File: src/rtl/core/psc_pkg.sv
// Shared constants and control types for the pair sum counter.
package psc_pkg;

    localparam int DEPTH = 1024;
    localparam int AW = $clog2(DEPTH);
    localparam int CW = $clog2(DEPTH + 1);

    typedef enum logic [5:0] {
        ST_LOAD  = 6'b000001,
        ST_OUTER = 6'b000010,
        ST_INNER = 6'b000100,
        ST_WAIT  = 6'b001000,
        ST_CHECK = 6'b010000,
        ST_EMIT  = 6'b100000
    } psc_state_t;

    typedef struct packed {
        logic store;
        logic clear;
        logic rd_outer;
        logic latch_want;
        logic start_inner;
        logic rd_inner;
        logic adv_outer;
        logic hit;
    } psc_cmd_t;

    typedef struct packed {
        logic last_outer;
        logic last_inner;
        logic empty;
        logic match;
    } psc_status_t;

endpackage

File: src/rtl/core/psc_control.sv
// Controller: sequences the load phase and the nested match search.
module psc_control
    import psc_pkg::*;
(
    input  logic        clk,
    input  logic        rst_n,
    input  logic        in_valid,
    input  logic        in_last,
    output logic        in_stall,
    output logic        out_valid,
    input  logic        out_stall,
    input  psc_status_t status,
    output psc_cmd_t    cmd
);

    psc_state_t state_reg, state_next;
    logic       inner_last_reg, inner_last_next;
    logic       acc;

    assign in_stall  = (state_reg != ST_LOAD);
    assign out_valid = (state_reg == ST_EMIT);
    assign acc       = in_valid && !in_stall;

    always_comb
    begin
        cmd             = '0;
        state_next      = state_reg;
        inner_last_next = inner_last_reg;
        unique case (state_reg)
            ST_LOAD:
            begin
                cmd.store = acc;
                if (acc && in_last)
                    state_next = ST_OUTER;
            end
            ST_OUTER:
            begin
                if (status.empty)
                    state_next = ST_EMIT;
                else
                begin
                    cmd.rd_outer    = 1'b1;
                    cmd.start_inner = 1'b1;
                    state_next      = ST_WAIT;
                end
            end
            ST_WAIT:
            begin
                cmd.latch_want = 1'b1;
                state_next     = ST_INNER;
            end
            ST_INNER:
            begin
                // read one inner entry; compare it in the next cycle
                cmd.rd_inner    = 1'b1;
                inner_last_next = status.last_inner;
                state_next      = ST_CHECK;
            end
            ST_CHECK:
            begin
                if (status.match)
                begin
                    cmd.hit = 1'b1;
                    if (status.last_outer)
                        state_next = ST_EMIT;
                    else
                    begin
                        cmd.adv_outer = 1'b1;
                        state_next    = ST_OUTER;
                    end
                end
                else if (inner_last_reg)
                begin
                    if (status.last_outer)
                        state_next = ST_EMIT;
                    else
                    begin
                        cmd.adv_outer = 1'b1;
                        state_next    = ST_OUTER;
                    end
                end
                else
                    state_next = ST_INNER;
            end
            ST_EMIT:
            begin
                if (!out_stall)
                begin
                    cmd.clear  = 1'b1;
                    state_next = ST_LOAD;
                end
            end
            default: state_next = ST_LOAD;
        endcase
    end

    always_ff @(posedge clk or negedge rst_n)
    begin
        if (!rst_n)
        begin
            state_reg      <= ST_LOAD;
            inner_last_reg <= 1'b0;
        end
        else
        begin
            state_reg      <= state_next;
            inner_last_reg <= inner_last_next;
        end
    end

    assert property (@(posedge clk) disable iff (!rst_n)
        $onehot(state_reg))
        else $error("state not one-hot");
    assert property (@(posedge clk) disable iff (!rst_n)
        cmd.hit |-> state_reg == ST_CHECK)
        else $error("hit outside check");
    assert property (@(posedge clk) disable iff (!rst_n)
        cmd.store |-> !cmd.clear)
        else $error("store and clear together");

endmodule
File: config.mk
export PLATFORM = sky130hd
export DESIGN_NAME = psc_control
export DESIGN_NICKNAME = d
export VERILOG_FILES = /design/src/rtl/core/psc_pkg.sv /design/src/rtl/core/psc_control.sv
export SDC_FILE = /design/constraint.sdc
export NUM_CORES = 1
export LEC_CHECK = 0
export ABC_AREA = 0
export ABC_CLOCK_PERIOD_IN_PS = 4100
export BUFFER_PORTS_ARGS = -buffer_cell sky130_fd_sc_hd__buf_2
export CAP_MARGIN = 20
export CORE_AREA = 5 5 42 44
export DETAILED_ROUTE_END_ITERATION = 10
export DIE_AREA = 0 0 47 49
export GPL_ROUTABILITY_DRIVEN = 0
export PLACE_DENSITY = 0.68
export SLEW_MARGIN = 20
export SYNTH_ARGS = -nofsm -noshare
export SYNTH_HDL_FRONTEND = slang
export SYNTH_SLANG_ARGS = --single-unit
File: constraint.sdc
create_clock -name clk -period 4.1 [get_ports clk]
set_clock_uncertainty 0.15 [all_clocks]
set_input_delay 0.41 -clock clk [delete_from_list [all_inputs] [get_ports clk]]
set_output_delay 0.41 -clock clk [all_outputs]
set_load 0.01 [all_outputs]
# Yosys cells after proc, flatten, opt, wreduce, memory -nomap -nowiden
# Index checks and enable logic that the tools add are counted.
# W data, S select, Z words.
# totals
reg_bits	7
out_inout_bits	10
word_cells	34
# op_classes
n_eq_ne	9
muxes	19
reduce_logical	4
# ops
cell	count
$mux W6	6
$pmux W6 S6	1
$mux W1	11
$eq A6 B1 Y1 const B	1
$eq A6 B2 Y1 const B	1
$eq A6 B3 Y1 const B	1
$eq A6 B4 Y1 const B	1
$eq A6 B5 Y1 const B	1
$eq A6 B6 Y1 const B	1
$ne A6 B1 Y1 const B	1
$ne A2 B2 Y1 const B	2
$logic_and A1 B1 Y1	2
$mux W2	1
$reduce_and A2 Y1	1
$logic_not A1 Y1	1

# Longest topological paths before layout
# Gate-level depths: netlist (run 1).
# depth
word_depth	6
mapped_depth	4
ltp_nobuf	4

# Worst setup path before layout (run 1)
# No wires, ideal clock.
# synth_timing
path_type	register to output
from	register state_reg[4]
to	output cmd[6] (netlist bit)
arrival_time_ns	1.154
setup_slack_ns	2.386
stages_incl_launch_ff	4
n_path_buf	0
path_cell_list	dfrtp_1 > nor3_1 > and3_1 > nor2b_1
# synth_rtl
element	line	source
start: declaration	psc_control.sv:16	psc_state_t state_reg, state_next;
start signal: assignment	psc_control.sv:106	state_reg <= state_next;
end: declaration	psc_control.sv:13	output psc_cmd_t cmd

==> results of run 1 <==
## final cells by class
cell class	count	area share (%)
multi-input combinational	34	46.01
tap	16	3.272
sequential	7	28.83
inverter	2	1.227
clock buffer	4	4.294
timing repair buffer	19	16.36
## layout by cell type, fill, tap and decap left out, types with 2 or more instances in the layout
cell and count:
buf_2 18, nor2b_1 3, nor2_1 4, and2_1 4
nor3_1 2, inv_1 2, clkbuf_4 3, dfrtp_1 6
and4bb_2 2, o21ai_0 2
## where the power goes
part	switching [mW]	internal, mW	leakage (nW)
combinational	0.0612	0.0717	0.204
clock	0.0244	0.0371	0.0150
sequential	0.0213	0.0885	0.0926
## worst register-to-register path, cell delays in order (launching register included)
cell       delay (ps)
dfstp_2           590
or2_1             170
nand4bb_4         180
nor2_1             60
a221o_1           350
## final timing paths
path	from	endpoint	slack [ps]	cells after the start
worst max-delay path	state_reg[2]$_DFFE_PN0P_	cmd[7]	1890	4
worst min-delay path	out_stall	state_reg[0]$_DFFE_PN1P_	180	2
worst max register to register	state_reg[0]$_DFFE_PN1P_	state_reg[5]$_DFFE_PN0P_	2480	4
worst min register to register	inner_last_reg$_DFFE_PN0P_	inner_last_reg$_DFFE_PN0P_	370	1
max in group asynchronous	rst_n	state_reg[0]$_DFFE_PN1P_	3190	2
min in group asynchronous	rst_n	inner_last_reg$_DFFE_PN0P_	370	2
## per-layer routing
metal | part of all wire, % | track usage, % | vias up
met3 | 6.2 | 3.321 | 0
li1 | - | - | 206
met1 | 42 | 12.87 | 189
met2 | 51 | 17.87 | 11
met4 | 0 | 4.147 | 0
met5 | 0 | 0 | -
## synth_stat cells
cell	number	area share (%)
dfrtp_1	6	32
and2_1	4	5.3
nor2_1	4	3.2
nor2b_1	3	4.0
and4bb_2	2	5.3
inv_1	2	1.6
nor3_1	2	2.1
o21ai_0	2	2.1
a21oi_1	1	1.1
a221o_1	1	2.1
a221oi_2	1	3.2
and3_1	1	1.3
and3b_4	1	2.6
and4b_2	1	2.4
buf_4	1	1.6
dfstp_2	1	5.6
mux2_1	1	2.4
nand2_1	1	0.79
nand4bb_4	1	5.8
nor3_2	1	2.1
nor3_4	1	3.4
nor4_2	1	2.6
o211ai_1	1	1.6
o21a_1	1	1.6
or2_1	1	1.3
or2_2	1	1.3
xor2_1	1	1.9
## kinds of logic (layout without fill, tap and decap cells)
group | Yosys count | after routing | synth area share [%]
simple gates | 25 | 25 | 43.65
buf+inv | 3 | 25 | 3.176
flops | 7 | 7 | 37.30
xor+xnor | 1 | 1 | 1.852
mux | 1 | 1 | 2.381
compound gates | 7 | 7 | 11.64
## timing repair
item / in CTS / in global routing
hold buffers: 1 / 0
endpoints found under the hold margin: 6 / 0
setup buffers: 0 / 0
==> impl_results.md, run 1 <==
* Status: completed
* Seq/Total Area, Yosys at a little under two fifths
* Core ar. at 1401 sq um
* Post-Syn Area at 473.0 sq um
* Clk slew on worst S/H paths at 50 ps
* Number of flip-flops under the largest register name at 6
* Crit start category: flip-flop
* Max Slew Vio Count at 0
* DP Area at roughly 580 sq um
* DR pass1 iterations at 4
* First-pass GRT wire length at 1835 um
* Final hold vios at 0
* Worst-Margin Slew at 410.3 ps
* Register Area at between 150 and 200 sq um
* Max Clk Rate at 452.9 MHz
* Leak at 0.3115 nW
* # fillers at 143
* DR DRC count at 0
* Crit share post-route at 53.85%
* Max-Slew Margin vs Limit at 72.42%
* Full die area at ~2300 sq um
* Cell Count, Final, Fillers Out at 82
* Ant. Diodes at 0
* Initial DRC Count at 2
* WP buf/inv at 1
* CP Data Arrival Time at between 1500 and 2000 ps
* CTS tree: done
* Final worst setup slack at 1892 ps
* WL final at 1046 um
* Unique masters post-synth at 27
* Crit-path cells: nor4_2 -> and3b_4 -> and2_1 -> buf_2
* Pre-CTS setup slack at 2184 ps
* Clk buf depth at 2
* PostCTS Resize Cnt at 0
* DP HPWL at 873.6 um
* CTS Buf Count at 3
* Final ANT Viol Nets at 0
* Fin Hold WS at 176.4 ps
* Io pins at 19
* Net Count, Synth at 53
* Yosys reg bits at 7
* TNS Setup at 0 ps
* Design Power at 0.3043 mW
* Top delay family on crit path: simple AND/OR/NAND/NOR gates
* RSZ-0062 raised after global routing: no
* Core Rows at 14
* Synthesis Warnings at 0
* Max Cap Viol at 0
* Die X at 47 um
* Crit path time final at 2208 ps
* Via Count at 406
* Initial antenna violation count at 0
* Largest net degree at the start of global routing at 9
* Crit path capture type: primary output
* Fin util at between 40% and 50%
* Kind of critical path: flip-flop to primary output
* Grt total ovfl at 0
* DP Cell Count at 77
* Max VDD drop at around 260 uV
* Tightest Hold Check Type: input pin to flip-flop
* Cells after synthesis at 44
* CTS root buffer: clkbuf_4
* CTS Sinks at 7
* Max FO, Critical Path at 4
* Final instance area at 611.8 sq um
* H-tree levels at 1
* Die H at 49 um
* Port bufs at 18
* Power Density at 497.4 nW/um^2
* Fin nets at 76
* Clk Latency, worst-skew pair at 250 ps
* Delay of the slowest cell on the worst path at 450 ps
* Syn_area_per_cell at 10.75 sq um
* Final Setup Violations at 0
* Slowest CP cell: nor4_2
* Share of cells above drive strength 1 at 48.48%
* Multi-input logic area at 281.5 sq um
* All-Layer GR Usage at a little over a tenth
* Initial Utilization at 33.75%
* Crit path required time at 3540 ps
* Vias in the first global route at 432
* Per-cell routed wire length at around 13 um
* Vias/cell at 4.951
* Area grow syn2layout at 29.37%
Note: power is estimated with default switching activity, not from simulation.
==> run 2: changes to the inputs <==
ABC_CLOCK_PERIOD_IN_PS = 1900   (was 4100)
PLACE_DENSITY = 0.7   (was 0.68)
clock period = 1.9 ns   (was 4.1 ns; I/O delays follow)
==> impl_results.md, run 2 (synthesis results as in run 1) <==
* Status: completed
* Max Clk Rate at approximately 530 MHz
* Max Slew Vio Count at 0
* Share of cells above drive strength 1 at 58.33%
* Max-Slew Margin vs Limit at 81.78%
* Power Density at 1060 nW/um^2
* Initial DRC Count at 4
* DP HPWL at 893.4 um
* # fillers at 141
* Io pins at 19
* H-tree levels at 1
* Initial Utilization at between 30% and 40%
* RSZ-0062 raised after global routing: yes
* Die X at 47 um
* Hold EP: inner_last_reg$_DFFE_PN0P_
* Full die area at 2303 sq um
* Clk network pwr share at a little under a fifth
* Clk Latency, worst-skew pair at 250 ps
* Switching share of power at roughly 34%
* Delay of the slowest cell on the worst path at 460 ps
* Max Cap Viol at 0
* Number of flip-flops under the largest register name at 6
* Final instance area at roughly 680 sq um
* Reg2Reg Setup Slack at approximately 290 ps
* Crit start category: flip-flop
* Crit path required time at 1560 ps
* Tightest Hold Check Type: input pin to flip-flop
* CTS Sinks at 7
* Crit path capture type: primary output
* All-Layer GR Usage at roughly a tenth
* Slowest CP cell: dfrtp_2
* Gate power share at 47.9%
* Max FO, Critical Path at 5
* Vias in the first global route at 435
* Hold Crit Start: status[2]
* Port bufs at 18
* Area grow syn2layout at 43.65%
* Via Count at approximately 430
* Max VDD drop at ~660 uV
* Depth of the worst register-to-register path at 4
* First-pass GRT wire length at 1787 um
* DP Area at between 500 and 600 sq um
* Commonest non-fill, non-tap cells in the layout: buf_2, buf_4, and2_1, dfrtp_1
* Final Setup Violations at 0
* Hold path depth at 2
* DR DRC count at 0
* Ant. Diodes at 0
* Crit-path cells: nor4_4 -> and3b_4 -> and2_1 -> buf_2
* Final ANT Viol Nets at 0
* Final hold vios at 0
* Vias/cell at approximately 4.9
* RR Startpoint: state_reg[0]$_DFFE_PN1P_
* Largest net degree at the start of global routing at 9
* Die H at 49 um
* Crit Reg-Reg Endpoint: state_reg[5]$_DFFE_PN0P_
* Commonest non-fill, non-tap cell in the layout: buf_2
* WL final at 1113 um
* TNS Setup at 0 ps
* Clk buf depth at 2
* Kind of critical path: flip-flop to primary output
* Per-cell routed wire length at ~13 um
* Initial antenna violation count at 0
* CTS tree: done
* Core Rows at 14
* Sequential Power Share at between 30% and 40%
* Clk slew on worst S/H paths at 50 ps
* CP Data Arrival Time at approximately 1500 ps
* Fin nets at 82
* Worst-Margin Slew at roughly 270 ps
* DR pass1 iterations at 3
* NetSw at 0.2437 mW
* Crit share post-route at a little over nine tenths
* CTS root buffer: clkbuf_4
* Core ar. at 1401 sq um
* Grt total ovfl at 0
* Internal power at between 0.4 and 0.5 mW
* Leak at 0.3456 nW
* CTS Buf Count at 3
* Crit path time final at approximately 1900 ps
-- run 2: worst max-delay path by stage --
stage,startpoint,endpoint,cells past startpoint
2_1_floorplan,state_reg[1]$_DFFE_PN0P_,inner_last_reg$_DFFE_PN0P_,4
3_3_place_gp,state_reg[2]$_DFFE_PN0P_,cmd[7],4
3_5_place_dp,state_reg[2]$_DFFE_PN0P_,cmd[7],4
4_1_cts,state_reg[1]$_DFFE_PN0P_,cmd[1],4
5_1_grt,state_reg[4]$_DFFE_PN0P_,cmd[7],4
6_report,state_reg[4]$_DFFE_PN0P_,cmd[7],4
-- run 2: power by group through the flow --
stage	Sequential [mW]	Clock, mW	Combinational [mW]
2_1_floorplan	0.227	0	0.219
3_3_place_gp	0.235	0	0.286
3_5_place_dp	0.240	0	0.290
4_1_cts	0.242	0.141	0.300
5_1_grt	0.249	0.154	0.379
6_report	0.242	0.133	0.345
-- run 2: repair_timing --
| item | 4_1_cts | 5_1_grt |
|---|---|---|
| setup buffers | 0 | 5 |
| gates cloned | 0 | 0 |
| hold endpoints to repair | 8 | 0 |
| pin swaps | 0 | 3 |
| hold buffers | 2 | 0 |
| endpoints found under the setup margin | 1 | 4 |
| resized for setup | 2 | 4 |
-- run 2: layout make-up --
cell class                 instances  area, sq um  share of cell area, %
clock buffer                       4        26.28                  3.867
inverter                           2        7.507                  1.105
multi-input combinational         34        299.0                  44.01
sequential                         7        178.9                  26.34
tap                               16        20.02                  2.947
timing repair buffer              25        147.6                  21.73
-- run 2: metrics by stage --
stage	total power, mW	instances	utilization (%)	hold slack (ps)	setup slack, ps
4_1_cts	0.6826	83	45.36	0.007022	-1.423
6_report	0.7204	88	48.48	5.226	20.49
3_5_place_dp	0.5292	77	41.07	-114.6	238.3
2_1_floorplan	0.4457	44	-	-255.6	325.4
5_1_grt	0.7823	88	48.48	8.025	-49.29
3_3_place_gp	0.5212	77	41.07	-114.9	247.3
-- run 2: per-layer routing --
layer	wire length [um]	track usage (%)	vias up
met4	0	4.147	0
met2	579	17.19	16
li1	-	-	214
met5	0	0	-
met1	444	12.84	197
met3	89	2.952	0
-- run 2: worst max-delay path, delay by kind of cell (launching register included) --
family	cells	cell delay, ps
flops	1	460
buf+inv	1	120
simple gates	3	710
==> run 3: changes to the inputs <==
ABC_AREA = 1   (was 0)
CELL_PAD_IN_SITES_DETAIL_PLACEMENT = 2   (was unset)
CELL_PAD_IN_SITES_GLOBAL_PLACEMENT = 2   (was unset)
CORE_AREA = unset   (was 5 5 42 44)
CORE_MARGIN = 5   (was unset)
CORE_UTILIZATION = 20   (was unset)
DIE_AREA = unset   (was 0 0 47 49)
PLACE_DENSITY = 0.77   (was 0.7)
SETUP_SLACK_MARGIN = 0.02   (was unset)
==> impl_results.md, run 3 <==
* CTS tree: done
* Initial Utilization at 20.36%
* Max Cap Viol at 0
* Number of flip-flops under the largest register name at 6
* Full die area at about 3200 sq um
* Clk buf depth at 2
* Max FO, Critical Path at 6
* Vias in the first global route at ~600
* Core ar. at 2170 sq um
* Kind of critical path: flip-flop to primary output
* First-pass GRT wire length at 2504 um
* Grt total ovfl at 0
* TNS Setup at 0 ps
* Status: completed
* Max Slew Vio Count at 0
* Crit path time final at 1738 ps
* Number of enable flip-flop cells after synthesis at 0
* Die H at 57.00 um
* Leak at 0.3980 nW
* RSZ-0062 raised after global routing: no
* DR pass1 iterations at 2
* Die X at 57.00 um
* Worst setup path start: state_reg[5]$_DFFE_PN0P_
* Max VDD drop at around 370 uV
* Clk Latency, worst-skew pair at 250 ps
* CP Data Arrival Time at 1400 ps
* DP HPWL at 1165 um
* PostCTS Resize Cnt at 0
* CTS Buf Count at 3
* All-Layer GR Usage at 9.701%
* Seq/Total Area, Yosys at 39.94%
* Ant. Diodes at 0
* H-tree levels at 1
* Multi-input logic area at 197.7 sq um
* Largest net degree at the start of global routing at 8
* # fillers at about 280
* Register Area at about 180 sq um
* Post-Syn Area at approximately 440 sq um
* Core Rows at 17
* Final ANT Viol Nets at 0
* Crit path capture type: primary output
* Max-Slew Margin vs Limit at 82.77%
* Cells after synthesis at 66
* Commonest non-fill, non-tap cell in the layout: buf_2
* Crit path required time at between 1500 and 2000 ps
* DR DRC count at 0
* Cell taking the most area after synthesis: dfrtp_1
* Io pins at 19
* Cell Count, Final, Fillers Out at 119
* Top_reg_cell synth: dfrtp_1
* Syn_area_per_cell at 6.692 sq um
* Count leader, synth: inv_1
* Clk slew on worst S/H paths at 60 ps
* Initial antenna violation count at 0
* Initial DRC Count at 5
* Final hold vios at 0
* Tightest Hold Check Type: input pin to flip-flop
* Crit share post-route at slightly above 90%
* Yosys reg bits at 7
* DP Cell Count at 111
* Dominant cells by area after synthesis: dfrtp_1, inv_1, nor2_1
* RR Startpoint: state_reg[0]$_DFFE_PN1P_
* Vias/cell at 4.218
* Synthesis Warnings at 0
* Commonest cells post-synth: inv_1, nor2_1, nand2_1, nand3_1, dfrtp_1
* Worst-Margin Slew at 258.2 ps
* Commonest non-fill, non-tap cells in the layout: buf_2, inv_1, nor2_1
* Via Count at 502
* CTS root buffer: clkbuf_4
* Max Clk Rate at about 580 MHz
* CTS Sinks at 7
* Area grow syn2layout at 41.64%
* Net Count, Synth at 75
* Hold Crit Start: status[3]
* Share of cells above drive strength 1 at a little under a third
* Fin nets at 101
* Power Density at between 1000 and 1500 nW/um^2
* WL final at 1374 um
* Per-cell routed wire length at 11.55 um
* Port bufs at 18
* Unique masters post-synth at 14
* Share of the synthesized area in the top cell type at 33.99%
* Fraction of registers with async set/reset at between 90% and 100%
* Final Setup Violations at 0
* Fin Hold WS at ~36 ps
* Crit start category: flip-flop
==> run 3: cell count changes in the layout (fill, tap and decap cells not counted), sizes merged, moves of 3 or more <==
| cell | change |
|---|---|
| buf | -5 |
| and2 | -4 |
| nor2b | -3 |
| nand2 | +11 |
| inv | +14 |
| nor3 | -4 |
| nand3 | +8 |
| nor2 | +14 |
==> run 3: kinds of logic after synthesis <==
group                  Yosys count  synth area share (%)
buffers and inverters           17                 15.30
AO/OA/AOI/OAI                    2                 2.832
flip-flops                       7                 39.94
AND/OR/NAND/NOR                 40                 41.92
==> run 3: layer usage <==
metal	part of all wire, %	vias to the layer above	GRT usage [%]
met1	46	243	11.33
met2	50	12	17.46
met3	4.2	0	2.262
met4	0	0	2.980
li1	-	247	-
met5	0	-	0
==> run 3: critical path, stage by stage (launching register included) <==
cell	delay, ps
dfrtp_1	400
nor2_2	250
nand3_1	190
nor2_1	140
buf_2	150
==> run 3: timing repair <==
item                      in CTS  in global routing
hold endpoints to repair      10                  0
buffers inserted               0                  0
hold buffers                   4                  0
==> run 3: final timing paths <==
path / end / slack (ps) / cells past startpoint
worst max register to register: state_reg[0]$_DFFE_PN1P_ / 540 / 7
worst min-delay path: state_reg[5]$_DFFE_PN0P_ / 40 / 3
min in group asynchronous: state_reg[1]$_DFFE_PN0P_ / 150 / 2
worst max-delay path: cmd[3] / 160 / 4
max in group asynchronous: state_reg[0]$_DFFE_PN1P_ / 1210 / 2
worst min register to register: state_reg[2]$_DFFE_PN0P_ / 350 / 1
==> run 3: cell type report <==
cell class / count / area share (%)
Clock buffer: 4 / 4.200
Inverter: 16 / 9.600
Multi-Input combinational cell: 42 / 31.60
Sequential cell: 7 / 28.20
Tap cell: 28 / 5.600
Timing Repair Buffer: 22 / 20.80
==> run 3: stage by stage <==
stage,power (mW),setup slack (ps),area [sq um],util [%]
after CTS,0.6840,137.1,625.6,28.84
after global routing,0.7397,30.26,625.6,28.84
after global placement,0.5216,446.4,559.3,25.78
after floorplan,0.4330,477.3,441.7,-
after detailed placement,0.5311,422.8,559.3,25.78
final,0.6711,161.9,625.6,28.84
==> run 3: where the power goes <==
group	switching, mW	internal [mW]
clock	0.0599	0.0805
sequential	0.0331	0.196
combinational	0.193	0.109
